## config.mk

```make
export PLATFORM = sky130hd
export DESIGN_NAME = paired_key_value_table
export DESIGN_NICKNAME = d
export VERILOG_FILES = /design/src/pkvt_pkg.sv /design/src/pkvt_ram.sv /design/src/paired_key_value_table.sv
export SDC_FILE = /design/constraint.sdc
export NUM_CORES = 2
export LEC_CHECK = 0
export BUFFER_PORTS_ARGS = -buffer_cell sky130_fd_sc_hd__buf_2
export CAP_MARGIN = 20
export CORE_MARGIN = 2
export CORE_UTILIZATION = 30
export DETAILED_ROUTE_END_ITERATION = 8
export PLACE_DENSITY = 0.55
export SLEW_MARGIN = 15
export SYNTH_ARGS = -nofsm -noshare
export SYNTH_HDL_FRONTEND = slang
export SYNTH_HIERARCHICAL = 1
export SYNTH_SLANG_ARGS = --single-unit
export TNS_END_PERCENT = 20
```

## constraint.sdc

```tcl
create_clock -name clk -period 7.48 [get_ports clk]
set_clock_uncertainty 0.15 [all_clocks]
set_input_delay 1.496 -clock clk [delete_from_list [all_inputs] [get_ports clk]]
set_output_delay 1.496 -clock clk [all_outputs]
set_load 0.02 [all_outputs]
```

## src/pkvt_pkg.sv

```systemverilog
package pkvt_pkg;

	localparam int CAPACITY   = 64;
	localparam int KEY_BITS   = 16;
	localparam int VALUE_BITS = 16;

	// port widths
	localparam int OP_W     = 3;
	localparam int KEY_W    = 16;
	localparam int VALUE_W  = 16;
	localparam int INDEX_W  = 6;
	localparam int STATUS_W = 3;
	localparam int NUM_W    = 7;

	localparam int CNT_W  = $clog2(CAPACITY + 1);
	localparam int ADDR_W = $clog2(CAPACITY);
	localparam int PAIR_W = KEY_BITS + VALUE_BITS;

	localparam logic [OP_W-1:0] OP_APPEND  = 3'd0;
	localparam logic [OP_W-1:0] OP_REM_AT  = 3'd1;
	localparam logic [OP_W-1:0] OP_REM_KEY = 3'd2;
	localparam logic [OP_W-1:0] OP_EXISTS  = 3'd3;
	localparam logic [OP_W-1:0] OP_READ    = 3'd4;

	localparam logic [STATUS_W-1:0] STS_OK    = 3'd0;
	localparam logic [STATUS_W-1:0] STS_FULL  = 3'd1;
	localparam logic [STATUS_W-1:0] STS_DUP   = 3'd2;
	localparam logic [STATUS_W-1:0] STS_EMPTY = 3'd3;
	localparam logic [STATUS_W-1:0] STS_INDEX = 3'd4;

	typedef enum logic [2:0] {
		ST_IDLE   = 3'b001,
		ST_SCAN   = 3'b010,
		ST_FINISH = 3'b100
	} state_t;

endpackage

```

## src/pkvt_ram.sv

```systemverilog
module pkvt_ram #(
	parameter int WIDTH = 32,
	parameter int DEPTH = 64
) (
	input  logic                     clk,
	input  logic                     we,
	input  logic [$clog2(DEPTH)-1:0] waddr,
	input  logic [WIDTH-1:0]         wdata,
	input  logic [$clog2(DEPTH)-1:0] raddr,
	output logic [WIDTH-1:0]         rdata
);

	logic [WIDTH-1:0] mem_q [DEPTH];

	always_ff @(posedge clk) begin
		if (we) begin
			mem_q[waddr] <= wdata;
		end
		rdata <= mem_q[raddr];
	end

endmodule

```

## src/paired_key_value_table.sv

```systemverilog
// a stalled result word holds the table in its finish state until the output slot frees
// throughput: one word at a time, the next accepted the cycle after the result is loaded;
// the scan is set by the single read port walking one entry a cycle
// reset: arst_n clears the entry count and control state; the pair memory is left as is
module paired_key_value_table (
	input  logic                          clk,
	input  logic                          arst_n,
	input  logic                          in_valid,
	output logic                          in_stall,
	input  logic [pkvt_pkg::OP_W-1:0]     op,
	input  logic [pkvt_pkg::KEY_W-1:0]    key,
	input  logic [pkvt_pkg::VALUE_W-1:0]  value,
	input  logic [pkvt_pkg::INDEX_W-1:0]  index,
	output logic                          out_valid,
	input  logic                          out_stall,
	output logic [pkvt_pkg::STATUS_W-1:0] status,
	output logic                          found,
	output logic [pkvt_pkg::KEY_W-1:0]    key_out,
	output logic [pkvt_pkg::VALUE_W-1:0]  value_out,
	output logic [pkvt_pkg::NUM_W-1:0]    removed,
	output logic [pkvt_pkg::NUM_W-1:0]    count
);
	import pkvt_pkg::*;

	state_t state_q;

	logic [OP_W-1:0]       op_q;
	logic [KEY_BITS-1:0]   key_q;
	logic [VALUE_BITS-1:0] value_q;
	logic [STATUS_W-1:0]   sts_q;
	logic                  dup_q;
	logic                  found_q;
	logic [KEY_BITS-1:0]   kout_q;
	logic [VALUE_BITS-1:0] vout_q;
	logic [CNT_W-1:0]      removed_q;
	logic [CNT_W-1:0]      wr_ptr_q;
	logic [CNT_W-1:0]      count_q;
	logic [CNT_W-1:0]      rd_ptr_q;
	logic [CNT_W-1:0]      end_q;

	logic                  rd_v_s1;
	logic [ADDR_W-1:0]     rd_addr_s1;

	logic                  out_valid_q;
	logic [STATUS_W-1:0]   status_q;
	logic                  found_out_q;
	logic [KEY_W-1:0]      key_out_q;
	logic [VALUE_W-1:0]    value_out_q;
	logic [NUM_W-1:0]      removed_out_q;
	logic [NUM_W-1:0]      count_out_q;

	logic                  issue;
	logic                  out_free;
	logic                  accept;
	logic                  we;
	logic [ADDR_W-1:0]     waddr;
	logic [PAIR_W-1:0]     wdata;
	logic [PAIR_W-1:0]     rdata;
	logic [KEY_BITS-1:0]   rd_key;
	logic [VALUE_BITS-1:0] rd_value;
	logic                  key_hit;
	logic                  append_ok;

	assign in_stall  = (state_q != ST_IDLE);
	assign accept    = in_valid && (state_q == ST_IDLE);
	assign issue     = (state_q == ST_SCAN) && (rd_ptr_q < end_q);
	assign out_free  = !out_valid_q || !out_stall;
	assign rd_key    = rdata[PAIR_W-1:VALUE_BITS];
	assign rd_value  = rdata[VALUE_BITS-1:0];
	assign key_hit   = rd_v_s1 && (rd_key == key_q);
	assign append_ok = (op_q == OP_APPEND) && (sts_q == STS_OK) && !dup_q;

	// write port: compaction during the scan, the appended pair at the end
	always_comb begin
		we    = 1'b0;
		waddr = rd_addr_s1 - ADDR_W'(1);
		wdata = rdata;
		if (state_q == ST_FINISH) begin
			we    = out_free && append_ok;
			waddr = count_q[ADDR_W-1:0];
			wdata = {key_q, value_q};
		end else if (rd_v_s1 && op_q == OP_REM_AT) begin
			we = 1'b1;
		end else if (rd_v_s1 && op_q == OP_REM_KEY && !key_hit) begin
			we    = 1'b1;
			waddr = wr_ptr_q[ADDR_W-1:0];
		end
	end

	pkvt_ram #(
		.WIDTH (PAIR_W),
		.DEPTH (CAPACITY)
	) u_ram (
		.clk   (clk),
		.we    (we),
		.waddr (waddr),
		.wdata (wdata),
		.raddr (rd_ptr_q[ADDR_W-1:0]),
		.rdata (rdata)
	);

	always_ff @(posedge clk or negedge arst_n) begin
		if (!arst_n) begin
			state_q     <= ST_IDLE;
			count_q     <= '0;
			rd_v_s1     <= 1'b0;
			out_valid_q <= 1'b0;
		end else begin
			rd_v_s1     <= issue;
			out_valid_q <= (state_q == ST_FINISH && out_free) || (out_valid_q && out_stall);
			unique case (state_q)
				ST_IDLE: begin
					if (accept) begin
						state_q <= ST_SCAN;
					end
				end
				ST_SCAN: begin
					if (!issue && !rd_v_s1) begin
						state_q <= ST_FINISH;
					end
				end
				ST_FINISH: begin
					if (out_free) begin
						state_q <= ST_IDLE;
						if (append_ok) begin
							count_q <= count_q + CNT_W'(1);
						end else if (op_q == OP_REM_AT && sts_q == STS_OK) begin
							count_q <= count_q - CNT_W'(1);
						end else if (op_q == OP_REM_KEY) begin
							count_q <= wr_ptr_q;
						end
					end
				end
				default: begin
					state_q <= ST_IDLE;
				end
			endcase
		end
	end

	// operation registers, scan bounds and result accumulation
	always_ff @(posedge clk) begin
		rd_addr_s1 <= rd_ptr_q[ADDR_W-1:0];
		if (issue) begin
			rd_ptr_q <= rd_ptr_q + CNT_W'(1);
		end
		if (accept) begin
			op_q      <= op;
			key_q     <= KEY_BITS'(key);
			value_q   <= VALUE_BITS'(value);
			dup_q     <= 1'b0;
			found_q   <= 1'b0;
			kout_q    <= '0;
			vout_q    <= '0;
			wr_ptr_q  <= '0;
			unique case (op)
				OP_APPEND: begin
					rd_ptr_q  <= '0;
					removed_q <= '0;
					if (int'(count_q) >= CAPACITY) begin
						sts_q <= STS_FULL;
						end_q <= '0;
					end else begin
						sts_q <= STS_OK;
						end_q <= count_q;
					end
				end
				OP_REM_AT: begin
					if (count_q == '0) begin
						sts_q     <= STS_EMPTY;
						rd_ptr_q  <= '0;
						end_q     <= '0;
						removed_q <= '0;
					end else if (int'(index) >= int'(count_q)) begin
						sts_q     <= STS_INDEX;
						rd_ptr_q  <= '0;
						end_q     <= '0;
						removed_q <= '0;
					end else begin
						sts_q     <= STS_OK;
						rd_ptr_q  <= CNT_W'(index) + CNT_W'(1);
						end_q     <= count_q;
						removed_q <= CNT_W'(1);
					end
				end
				OP_REM_KEY, OP_EXISTS: begin
					sts_q     <= STS_OK;
					rd_ptr_q  <= '0;
					end_q     <= count_q;
					removed_q <= '0;
				end
				OP_READ: begin
					removed_q <= '0;
					if (int'(index) >= int'(count_q)) begin
						sts_q    <= STS_INDEX;
						rd_ptr_q <= '0;
						end_q    <= '0;
					end else begin
						sts_q    <= STS_OK;
						rd_ptr_q <= CNT_W'(index);
						end_q    <= CNT_W'(index) + CNT_W'(1);
					end
				end
				default: begin
					sts_q     <= STS_OK;
					rd_ptr_q  <= '0;
					end_q     <= '0;
					removed_q <= '0;
				end
			endcase
		end
		if (rd_v_s1) begin
			unique case (op_q)
				OP_APPEND: begin
					if (key_hit && rd_value == value_q) begin
						dup_q <= 1'b1;
					end
				end
				OP_REM_KEY: begin
					if (key_hit) begin
						removed_q <= removed_q + CNT_W'(1);
					end else begin
						wr_ptr_q <= wr_ptr_q + CNT_W'(1);
					end
				end
				OP_EXISTS: begin
					if (key_hit) begin
						found_q <= 1'b1;
					end
				end
				OP_READ: begin
					kout_q <= rd_key;
					vout_q <= rd_value;
				end
				default: begin
				end
			endcase
		end
	end

	// output word, loaded only when the slot is free so a stalled word holds
	always_ff @(posedge clk) begin
		if (state_q == ST_FINISH && out_free) begin
			status_q      <= dup_q ? STS_DUP : sts_q;
			found_out_q   <= found_q;
			key_out_q     <= KEY_W'(kout_q);
			value_out_q   <= VALUE_W'(vout_q);
			removed_out_q <= NUM_W'(removed_q);
			if (append_ok) begin
				count_out_q <= NUM_W'(count_q + CNT_W'(1));
			end else if (op_q == OP_REM_AT && sts_q == STS_OK) begin
				count_out_q <= NUM_W'(count_q - CNT_W'(1));
			end else if (op_q == OP_REM_KEY) begin
				count_out_q <= NUM_W'(wr_ptr_q);
			end else begin
				count_out_q <= NUM_W'(count_q);
			end
		end
	end

	assign out_valid = out_valid_q;
	assign status    = status_q;
	assign found     = found_out_q;
	assign key_out   = key_out_q;
	assign value_out = value_out_q;
	assign removed   = removed_out_q;
	assign count     = count_out_q;

	a_count_bound: assert property (@(posedge clk) disable iff (!arst_n)
		int'(count_q) <= CAPACITY)
		else $error("entry count beyond capacity");

	a_read_in_scan: assert property (@(posedge clk) disable iff (!arst_n)
		rd_v_s1 |-> state_q == ST_SCAN)
		else $error("read data returned outside the scan");

	a_result_from_finish: assert property (@(posedge clk) disable iff (!arst_n)
		$rose(out_valid_q) |-> $past(state_q == ST_FINISH))
		else $error("result word raised outside finish");

	a_count_on_finish: assert property (@(posedge clk) disable iff (!arst_n)
		!$stable(count_q) |-> $past(state_q == ST_FINISH) && $past(out_free))
		else $error("entry count changed outside finish");

endmodule
```

* Yosys cells after proc, flatten, opt, wreduce, memory -nomap -nowiden
Memory sizes are Yosys's and may differ from the RTL's. A register that Yosys moved wholly into a read port is not among the register bits.
Index checks and enable logic that the tools add are counted.
W data, S select, Z words.
** Storage, ports and cells
- Register bits after elaboration :: 168
- Latch bits :: 0
- Memory bits (writable) :: 2048
- Memory bits (read-only) :: 0
- Input port bits :: 45
- Output and inout port bits :: 52
- Logic and storage cells :: 136
- Memories :: 1
** Memories
- u_ram.mem_q :: depth 64, bits a word 32, read ports 1, clocked after memory_dff 1, write ports 1, RTL line pkvt_ram.sv:13 : logic [WIDTH-1:0] mem_q [DEPTH];
** Operators by class
- Add/sub/neg operators :: 7
- $mul :: 0
- Divide/modulo/power cells :: 0
- $lt $le $gt $ge :: 3
- Eq/ne operators :: 17
- Shifts and indexed selects :: 0
- Mux-type cells :: 55
- Bitwise operators :: 0
- Reduce and logical (&&, ||, !) cells :: 30
** Operators by type and width (count)
- $mux W7 :: 18
- $mux W16 :: 6
- $eq A16 B16 Y1 :: 2
- $mux W32 :: 1
- $add A7 B1 Y7 const B :: 4
- $pmux W7 S4 :: 1
- $mux W6 :: 4
- $pmux W3 S3 :: 2
- $mux W1 :: 17
- $eq A3 B2 Y1 const B :: 5
- $mux W3 :: 5
- $logic_and A1 B1 Y1 :: 14
- $pmux W7 S2 :: 1
- $eq A3 B1 Y1 const B :: 3
- $eq A3 B3 Y1 const B :: 3
- $logic_not A3 Y1 :: 3
- $add A6 B1 Y7 const B :: 1
- $ge A6 B7 Y1 :: 1
- $ge A7 B7 Y1 const B :: 1
- $logic_not A7 Y1 :: 1
- $lt A7 B7 Y1 :: 1
- $sub A7 B1 Y7 const B :: 1
- $logic_not A1 Y1 :: 6
- $sub A6 B1 Y6 const B :: 1
- other kinds (8) :: 10

* Logic depth before layout (Yosys ltp)
- Depth in word-level cells :: 9
- Mapped depth :: 12
- Gate-level depth less buffers :: 9

* Modules after synthesis
Netlist, hierarchy kept.
** By module, submodules not included
- pkvt_ram :: instances 1, cells an instance 3324, area an instance 78515.3 um^2, seq. area each 62139.6 um^2
- paired_key_value_table :: instances 1, cells an instance 754, area an instance 7785.0 um^2, seq. area each 4445.5 um^2

* Worst setup path after synthesis
No wires, ideal clock.
- Path kind :: input -> register
- Start point :: input port out_stall
- End point :: memory u_ram.mem_q[49][0] (enable)
- Setup time :: 461 ps
- Arrival time :: 4585 ps
- Data required time :: 6869 ps
- Path slack :: 2284 ps
- Cell stages on the path :: 6
- Path buffers :: 0
- Cell sequence :: nand2_1 nand2_1 o221ai_1 nor2b_1 nand4_1 nor3_1
** On the way
- Longest elaborated chain between the ends :: 6
** RTL lines
- start: declaration :: RTL line paired_key_value_table.sv:15 : input logic out_stall,
- $logic_not A1 Y1 :: RTL line paired_key_value_table.sv:67 : assign out_free = !out_valid_q || !out_stall;
- $logic_or A1 B1 Y1 :: RTL line paired_key_value_table.sv:67
- $logic_and A1 B1 Y1 :: RTL line paired_key_value_table.sv:79 : we = out_free && append_ok;
- $mux W1 :: RTL line paired_key_value_table.sv:78 : if (state_q == ST_FINISH) begin
- via we :: RTL line paired_key_value_table.sv:55 : logic we;
- $mux W1 :: RTL line pkvt_ram.sv:16 : if (we) begin
- $mux W1 (not written as such) :: RTL line pkvt_ram.sv:17 : mem_q[waddr] <= wdata;
- end: declaration :: RTL line pkvt_ram.sv:13
The timed path passes the listed nets, and every way through them passes these cells.

* Final worst setup path
- Start point :: register key_q[4]
- End point :: memory u_ram.mem_q[44][14] (enable)
** RTL lines
- start: declaration :: RTL line paired_key_value_table.sv:28 : logic [KEY_BITS-1:0] key_q;
- start signal: assignment :: RTL line paired_key_value_table.sv:149 : key_q <= KEY_BITS'(key);
- $eq A16 B16 Y1 :: RTL line paired_key_value_table.sv:70 : assign key_hit = rd_v_s1 && (rd_key == key_q);
- $logic_and A1 B1 Y1 :: RTL line paired_key_value_table.sv:70
- $logic_not A1 Y1 :: RTL line paired_key_value_table.sv:84 : end else if (rd_v_s1 && op_q == OP_REM_KEY && !key_hit) begin
- $logic_and A1 B1 Y1 :: RTL line paired_key_value_table.sv:84
- $mux W6 :: RTL line paired_key_value_table.sv:84
- $mux W6 :: RTL line paired_key_value_table.sv:82 : end else if (rd_v_s1 && op_q == OP_REM_AT) begin
- $mux W6 :: RTL line paired_key_value_table.sv:78
- via waddr[2] :: RTL line paired_key_value_table.sv:56 : logic [ADDR_W-1:0] waddr;
The timed path passes the listed nets, and every way through them passes these cells.

==> results_dict.tcl <==
set metrics [dict create \
    status "completed" \
    critical_path_class "flip-flop to flip-flop" \
    gp_congestion 0.853 \
    critPathLaunch "key_q[4]$_DFFE_PP_" \
    dieArea_um2 292000 \
    die_y_um 540 \
    cp_max_fo 32 \
    cts_hold_buffers 0 \
    areaGrowthSynthToFinish_pct 15.6 \
    start_kind "flip-flop" \
    syn_area_um2 86300 \
    rsz0062_at_grt "false" \
    crit_slowest_cell "nor2_4" \
    initial_utilization 0.302 \
    place_hpwl_um 137000 \
    setup_tns_ns 0 \
    min_period_ns 5.24 \
    io_buffer_count 96 \
    nFillCells 26300 \
    drc 0 \
    seqPwrFrac 0.414 \
    cts_tree "done" \
    antenna_found_initial 15 \
    synthFlopType "edfxtp_1" \
    syn_nets 4142 \
    syn_area_per_cell_um2 21.2 \
    num_rows 196 \
    synth_edf_count 2150 \
    swShare 0.341 \
    numCtsBuffers 225 \
    power.switching_mw 13.4 \
    clkSlewWorstSetupHoldPaths_ns 0.06 \
    regArea_um2 66600 \
    htree_levels 4 \
    setup_viol 0 \
    dr.pass1.iters 6 \
    ant_nets 0 \
    total_power_mw 39.3 \
    r2r-start "key_q[4]$_DFFE_PP_" \
    grt_max_degree 112 \
    vias 42400 \
    cts.sinks 2248 \
    netlist_instances 4078 \
    crit_path_end_kind "flip-flop" \
    timing.final.crit_share 0.701 \
    wirelength_um 231000 \
    fin_util 0.349 \
    arrival_ns 5.54 \
    min_from "vout_q[14]$_DFF_P_" \
    placed_cell_area_um2 92500 \
    power.static_leakage_nw 30.9 \
    post_cts_buffers 0 \
    routedWlPerCell_um 27.9 \
    ys_warn_count 6 \
    drt-initial-drc-count 5190 \
    yosysSeqAreaShare 0.772 \
    multi_input_area_um2 19300 \
    powerDensity_nw_per_um2 394 \
    final_common_cell "edfxtp_1" \
    viasPerCell 5.12 \
    timing_worst_slew_pin_value_ns 1.24 \
    slew_viol_final 0 \
    critPathMaxStageDelay_ns 1.14 \
    slew_headroom 0.171 \
    ir_worst_vdd_mv 0.329 \
    critical_path_required_ns 7.78 \
    fmaxAchievable_ghz 0.191 \
    power_frac_comb 0.309 \
    final.setup.worst_slack_ns 2.24 \
    dp_slack_ns 2.21 \
    final_nets 4387 \
    io_pins 97 \
    internal_power_mw 25.9 \
    hold_path.class "flip-flop to flip-flop" \
    mostFrequentLayoutCells "edfxtp_1 (2150), mux4_2 (544), clkbuf_16 (230), nand2_1 (181), nor2_1 (108)" \
    final_cell_area_um2 99800 \
    path_cells "xnor2_1 > nand3_1 > or4_4 > o21ai_1 > buf_4 > mux2i_1 > a21oi_1 > nor2b_1 > nand2_1 > nor2_4" \
    hold_viol 0 \
    cts_resized 0 \
    clockPowerShare 0.277 \
    synth-async-reset-ratio 0.00534 \
    coreArea_um2 286000 \
    ys_types 69 \
    grt_overflow 0 \
    dieWidth_um 540 \
    clock_path_buffers 3 \
    grt_pass1_wl_um 326000 \
    drv_cap 0 \
    drive_gt1_frac 0.270 \
    insertion_delay_ns 0.86 \
    grt_use_total 0.156 \
    ys_ff_latch 2248 \
    grt_pass1_vias 42000 \
    cts-root-buf "clkbuf_16" \
]
-- worst paths after layout --
kind | end | slack, ns | cells past startpoint
max | u_ram/mem_q[44][14]$_DFFE_PP_ | 2.24 | 10
min | value_out[14]$_DFFE_PP_ | 0.28 | 0
max reg2reg | u_ram/mem_q[44][14]$_DFFE_PP_ | 2.24 | 10
min reg2reg | value_out[14]$_DFFE_PP_ | 0.28 | 0
max in group asynchronous | state_q[0]$_DFFE_PN1P_ | 6.51 | 1
min in group asynchronous | count_q[4]$_DFFE_PN0P_ | 0.38 | 1
-- Yosys cell counts (all sizes together) (9+ instances only) --
| cell | instances | share of area |
|---|---|---|
| edfxtp | 2150 | 0.75 |
| mux4 | 544 | 0.14 |
| nand2 | 208 | 0.0090 |
| nor2 | 170 | 0.0074 |
| buf | 115 | 0.0076 |
| mux2i | 107 | 0.012 |
| clkbuf | 101 | 0.0044 |
| o22ai | 87 | 0.0063 |
| dfxtp | 86 | 0.020 |
| a21oi | 79 | 0.0046 |
| o21ai | 57 | 0.0033 |
| o221ai | 33 | 0.0033 |
| inv | 29 | 0.0013 |
| nand3 | 28 | 0.0016 |
| xor2 | 22 | 0.0022 |
| ha | 19 | 0.0028 |
| nor2b | 19 | 0.0014 |
| a22oi | 17 | 0.0015 |
| nand2b | 17 | 0.0012 |
| xnor2 | 17 | 0.0017 |
| nor3 | 16 | 0.00099 |
| dfrtp | 11 | 0.0032 |
| and3 | 10 | 0.00072 |
| or3 | 10 | 0.00072 |
| a311oi | 9 | 0.00091 |
| or2 | 9 | 0.00065 |
-- metrics by stage --
step,instances,hold WS [ns]
after detailed placement,7846,0.269
after CTS,8264,0.282
final,8278,0.281
after global placement,7827,0.271
after floorplan,4078,0.258
after global routing,8276,0.295
-- final cells by class --
cell class	instances	area share
tap	3762	0.0472
multi-input combinational	1583	0.193
clock buffer	284	0.0597
inverter	31	0.00117
timing repair buffer	234	0.0205
clock inverter	134	0.0112
antenna	2	0.0000501
sequential	2248	0.667
-- power by group through the flow --
stage	logic, mW	clock network [mW]	registers [mW]
3_3_place_gp	12.1	0	16.5
5_1_grt	12.7	11.6	16.3
3_5_place_dp	12.3	0	16.5
4_1_cts	12.3	11.1	16.3
6_report	12.1	10.9	16.3
2_1_floorplan	6.78	0	16.5
-- critical path, delay by kind of cell (launching register included) --
| family | cells | cell delay [ns] |
|---|---|---|
| and+or+nand+nor | 5 | 2.83 |
| xor gates and xnor gates | 1 | 0.20 |
| DFF | 1 | 0.42 |
| AOI/OAI and AO/OA | 2 | 0.80 |
| buffers and inverters | 1 | 0.28 |
| muxes | 1 | 0.12 |
-- cell families (layout without fill, tap and decap cells) --
family / after synthesis / after routing / share of synthesized area
other: 0 / 2 / 0
multiplexers: 659 / 659 / 0.155
buffers and inverters: 247 / 683 / 0.0134
XOR/XNOR: 39 / 39 / 0.00396
flip-flops: 2248 / 2248 / 0.772
AND/OR/NAND/NOR: 528 / 528 / 0.0275
AO/OA/AOI/OAI: 338 / 338 / 0.0255
adder cells (fa/ha/maj): 19 / 19 / 0.00275
-- routing by layer --
metal | up-vias | part of all wire | global-route usage
met5 | - | 0.000048 | 0
met4 | 2 | 0.028 | 0.0455
met3 | 286 | 0.082 | 0.0350
met2 | 1731 | 0.47 | 0.244
met1 | 22900 | 0.42 | 0.216
li1 | 17500 | - | -
-- sequential cells by signal (all words and copies together) (netlist names), 16 cells and up --
register,flops
key_q,16
value_q,16
value_out,16
u_ram/rdata,32
vout_q,16
kout_q,16
u_ram/mem_q,2048
key_out,16
Power figures use the tool's default switching activity.
